**src/skt_pkg.sv**
```systemverilog
// shared types and constants for the sorted key table
`default_nettype none

package skt_pkg;

   localparam int CAPACITY_DEFAULT = 64;

   localparam logic [1:0] ACT_INSERT = 2'd0;
   localparam logic [1:0] ACT_REMOVE = 2'd1;
   localparam logic [1:0] ACT_LOOKUP = 2'd2;

   localparam logic [1:0] ST_OK        = 2'd0;
   localparam logic [1:0] ST_NOT_FOUND = 2'd1;
   localparam logic [1:0] ST_DUPLICATE = 2'd2;
   localparam logic [1:0] ST_FULL      = 2'd3;

   typedef struct packed {
      logic [1:0]         action;
      logic signed [31:0] key_frame;
      logic [15:0]        entry_handle;
   } req_type;

   typedef struct packed {
      logic [1:0]  status;
      logic [15:0] found_handle;
      logic [5:0]  position;
      logic [6:0]  entry_count;
   } rsp_type;

   typedef struct packed {
      logic               insert_en;
      logic               remove_en;
      logic signed [31:0] key;
      logic [15:0]        handle;
   } cell_cmd_type;

   typedef struct packed {
      logic lt;
      logic eq;
   } cell_flag_type;

endpackage

`default_nettype wire

```
**src/skt_cell.sv**
```systemverilog
// one table slot: key compare and neighbor shift
`default_nettype none

module skt_cell (
   input  wire logic                 clock,
   input  wire skt_pkg::cell_cmd_type cmd,
   input  wire logic                 cmp_en,
   input  wire logic                 occupied,
   input  wire logic                 lt_prev,
   input  wire logic signed [31:0]   prev_key,
   input  wire logic [15:0]          prev_handle,
   input  wire logic signed [31:0]   next_key,
   input  wire logic [15:0]          next_handle,
   output logic signed [31:0]        key,
   output logic [15:0]               handle,
   output skt_pkg::cell_flag_type    flag
);

   logic signed [31:0]     key_ff;
   logic signed [31:0]     key_in;
   logic [15:0]            handle_ff;
   logic [15:0]            handle_in;
   skt_pkg::cell_flag_type flag_ff;
   skt_pkg::cell_flag_type flag_in;

   always_comb begin
      flag_in = flag_ff;
      if (cmp_en) begin
         flag_in.lt = occupied && (key_ff < cmd.key);
         flag_in.eq = occupied && (key_ff == cmd.key);
      end
   end

   always_comb begin
      key_in    = key_ff;
      handle_in = handle_ff;
      if (cmd.insert_en) begin
         if (!lt_prev) begin
            key_in    = prev_key;
            handle_in = prev_handle;
         end else if (!flag_ff.lt) begin
            key_in    = cmd.key;
            handle_in = cmd.handle;
         end
      end else if (cmd.remove_en) begin
         if (!flag_ff.lt) begin
            key_in    = next_key;
            handle_in = next_handle;
         end
      end
   end

   always_ff @(posedge clock) begin
      key_ff    <= key_in;
      handle_ff <= handle_in;
      flag_ff   <= flag_in;
   end

   assign key    = key_ff;
   assign handle = handle_ff;
   assign flag   = flag_ff;

endmodule

`default_nettype wire

```
**config.mk**
```make
export PLATFORM = sky130hd
export DESIGN_NAME = skt_cell
export DESIGN_NICKNAME = d
export VERILOG_FILES = /design/src/skt_pkg.sv /design/src/skt_cell.sv
export SDC_FILE = /design/constraint.sdc
export NUM_CORES = 1
export LEC_CHECK = 0
export BUFFER_PORTS_ARGS = -buffer_cell sky130_fd_sc_hd__buf_4
export CAP_MARGIN = 20
export CORE_MARGIN = 8
export CORE_UTILIZATION = 38
export CTS_CLUSTER_SIZE = 16
export DETAILED_ROUTE_END_ITERATION = 10
export GPL_TIMING_DRIVEN = 0
export HOLD_SLACK_MARGIN = 0.06
export PLACE_DENSITY = 0.72
export SKIP_CTS_REPAIR_TIMING = 1
export SLEW_MARGIN = 20
export SYNTH_ARGS = -nofsm -noshare
export SYNTH_HDL_FRONTEND = slang
export SYNTH_SLANG_ARGS = --single-unit
```
**constraint.sdc**
```tcl
create_clock -name clock -period 4.1 [get_ports clock]
set_input_delay 0.205 -clock clock [delete_from_list [all_inputs] [get_ports clock]]
set_output_delay 0.205 -clock clock [all_outputs]
set_load 0.1 [all_outputs]
```
==> reports/qor.txt <==
worst ir drop on vdd: 164 uV
GR Layer Usage met1: 0.191
simple-gate share of the synthesized area: 0.0993
DR iter-0 viols: 107
FP Rows: 34
Seq cells post-synth: 50
fin area: 5100 sq um
drt wl/cell: 16.9 um
Final Wtd Congestion: 0.812
Setup TNS Final: 0 ns
area leader, netlist: edfxtp_1
number of synthesized flops with an enable pin: 50
H-tree depth: 2
combinational power share: 0.457
vias per cell: 4.94
CTS root buf: clkbuf_8
area of the multi-input gates: 1650 sq um
Compound-Gate Fraction of Synth Area: 0.124
Clock Tree Buf Depth: 2
Seq/Total Area, Yosys: 0.450
post-synth top area share: 0.450
vias in the first global route: 3280
Layout fillers: 799
Ys Warns: 0
Cells on Worst Hold Path: 1
Starting Density: 0.387
fraction of layout cells with a size suffix above 1: 0.405
die area: 12000 sq um
power share of the clock group: 0.163
Final period util: 0.486
Skew-Pair Late Insertion Delay: 0.30 ns
Critical Path Start Type: flop
CTS tree: built
I/O Pins: 200
TritonCTS Buffers: 5
clock slew at reported path FFs: 0.10 ns
Placement Setup Slack: 2.10 ns
post-synth cell types: 29
Flop pwr share: 0.380
power density cells: 337 nW/um^2
ys async rst share: 0
Int Pwr: 0.000995 W
Max Cap Viol: 0
clk_skew: 0.0117 ns
Die H: 110 um
final worst slack: 2.11 ns
run status: finished, final reports clean
Switch Pwr: 0.000721 W
Detail Placement HPWL: 9270 um
Setup CP Type: flop to flop
top cells by area, synth: edfxtp_1, mux2i_1, ha_1
Pre-antenna DRT Iters: 4
routed wire length: 10900 um
GRT met3 Usage: 0.0557
total number of vias: 3179
first-pass GRT wire length: 15800 um
Layout Nets: 717
PortBufs: 197
Worst-Margin Slew: 0.563 ns
Setup crit end kind: flop
clk sinks: 50
Final Setup Violations: 0
drc violations: 0
hold_ws: 0.125 ns
GRT Util Overall: 0.168
leak pwr: 2.51 nW
Max Slew Vio Count: 0
Seq. cell area: 1500 sq um
CP arrival: 2.04 ns
Peak Freq: 501 MHz
Post-Synthesis Mean Instance Area: 10.2 sq um
GRT Max-Usage Layer: met2
Die Wd: 110 um
multiplexer share of the synthesized area: 0.147
Finished Layout Cells: 644
post-synthesis xor/xnor area fraction: 0
placed cell area: 5020 sq um
Hold Violations, Final: 0
synthesized-area fraction occupied by adder cells: 0.120
largest family of logic cells by synthesized area: multiplexers
slew margin rel.: 0.624
largest net degree at the start of global routing: 21
ANT nets after route: 0
Max Fanout on Critical Path: 3
placed cells: 636
sw frac: 0.420
CORE AREA: 8640 sq um
Post-Synthesis Cells: 329
min cycle time layout: 1.99 ns
syn_nets: 511
Area Overhead vs Synth: 52.8%
GR Overflow Total: 0
initial antenna violation count: 0
Worst Reg-to-Reg Cells: 6
GR Layer Usage met2: 0.304
Hold Crit Class: primary input to flop
n_diodes: 0
unrepaired setup endpoints after global routing: no
internal reg-to-reg setup slack: 2.11 ns
main flop type after synthesis: edfxtp_1
required time worst endpoint: 4.14 ns
synthesized area: 3340 sq um
metal layers:
metal / wire (um) / part of all wire
met4: 31 / 0.0029
met3: 954 / 0.088
met1: 4200 / 0.39
met5: 0 / 0
met2: 5680 / 0.52
worst max-delay path: stages, from the launching register on:
cell,delay (ns)
edfxtp_1,0.40
ha_1,0.34
and4_1,0.22
nor4b_2,0.38
nor2_2,0.06
a31oi_1,0.23
mux2i_1,0.10
final timing paths:
path	startpoint	end
max	key[23]	flag[1]
min	cmp_en	flag[1]
max reg2reg	key[23]	flag[1]
min reg2reg	key[2]	flag[0]
cell usage after synthesis (2+ instances only):
library cell / number
a21o_1: 2
nor2b_1: 2
ha_1: 32
a21oi_1: 61
o21ai_1: 4
o21ai_0: 2
nand2_1: 7
and4_1: 3
a211oi_1: 3
buf_4: 2
buf_2: 4
nand4_1: 4
inv_1: 33
clkbuf_1: 10
nor2_1: 49
mux2i_1: 49
edfxtp_1: 50
cell type report:
type / instances / area share
multi-input cells: 229 / 0.323
well taps: 108 / 0.0265
inverters: 33 / 0.0243
flip-flops and latches: 50 / 0.294
clock buffers: 6 / 0.0142
repair buffers: 199 / 0.301
plain buffers: 17 / 0.0150
clock inverters: 2 / 0.00172
placed cells by master, fill, tap and decap left out, drive strengths merged, types with 2 or more instances in the layout:
| master | n |
|---|---|
| buf | 206 |
| a21oi | 61 |
| edfxtp | 50 |
| nor2 | 50 |
| mux2i | 49 |
| inv | 33 |
| ha | 32 |
| clkbuf | 16 |
| nand2 | 7 |
| o21ai | 6 |
| nand4 | 5 |
| and4 | 3 |
| a211oi | 3 |
| nor2b | 2 |
| a21o | 2 |
| clkinv | 2 |
per-stage QoR:
stage	total power, W	util
detailed placement	0.00145	0.581
finish	0.00172	0.591
global route	0.00180	0.591
CTS	0.00173	0.591
floorplan	0.00119	-
global placement	0.00143	0.574
state kept, by name, indices dropped and copies added, names as in the netlist:
signal / count
handle: 16
flag: 2
key: 32
cells by family (layout without fill, tap and decap cells):
kind of cell	after synthesis	count (layout)
AO/OA/AOI/OAI	77	77
AND/OR/NAND/NOR	71	71
flip-flops	50	50
buffers and inverters	50	257
multiplexers	49	49
adder cells (fa/ha/maj)	32	32
power groups by stage:
stage	logic (W)	registers, W	clock network, W
global placement	0.000765	0.000667	0
CTS	0.000791	0.000653	0.000291
detailed placement	0.000789	0.000664	0
finish	0.000784	0.000652	0.000280
global route	0.000829	0.000658	0.000309
floorplan	0.000176	0.00102	0
Power figures use the tool's default switching activity.
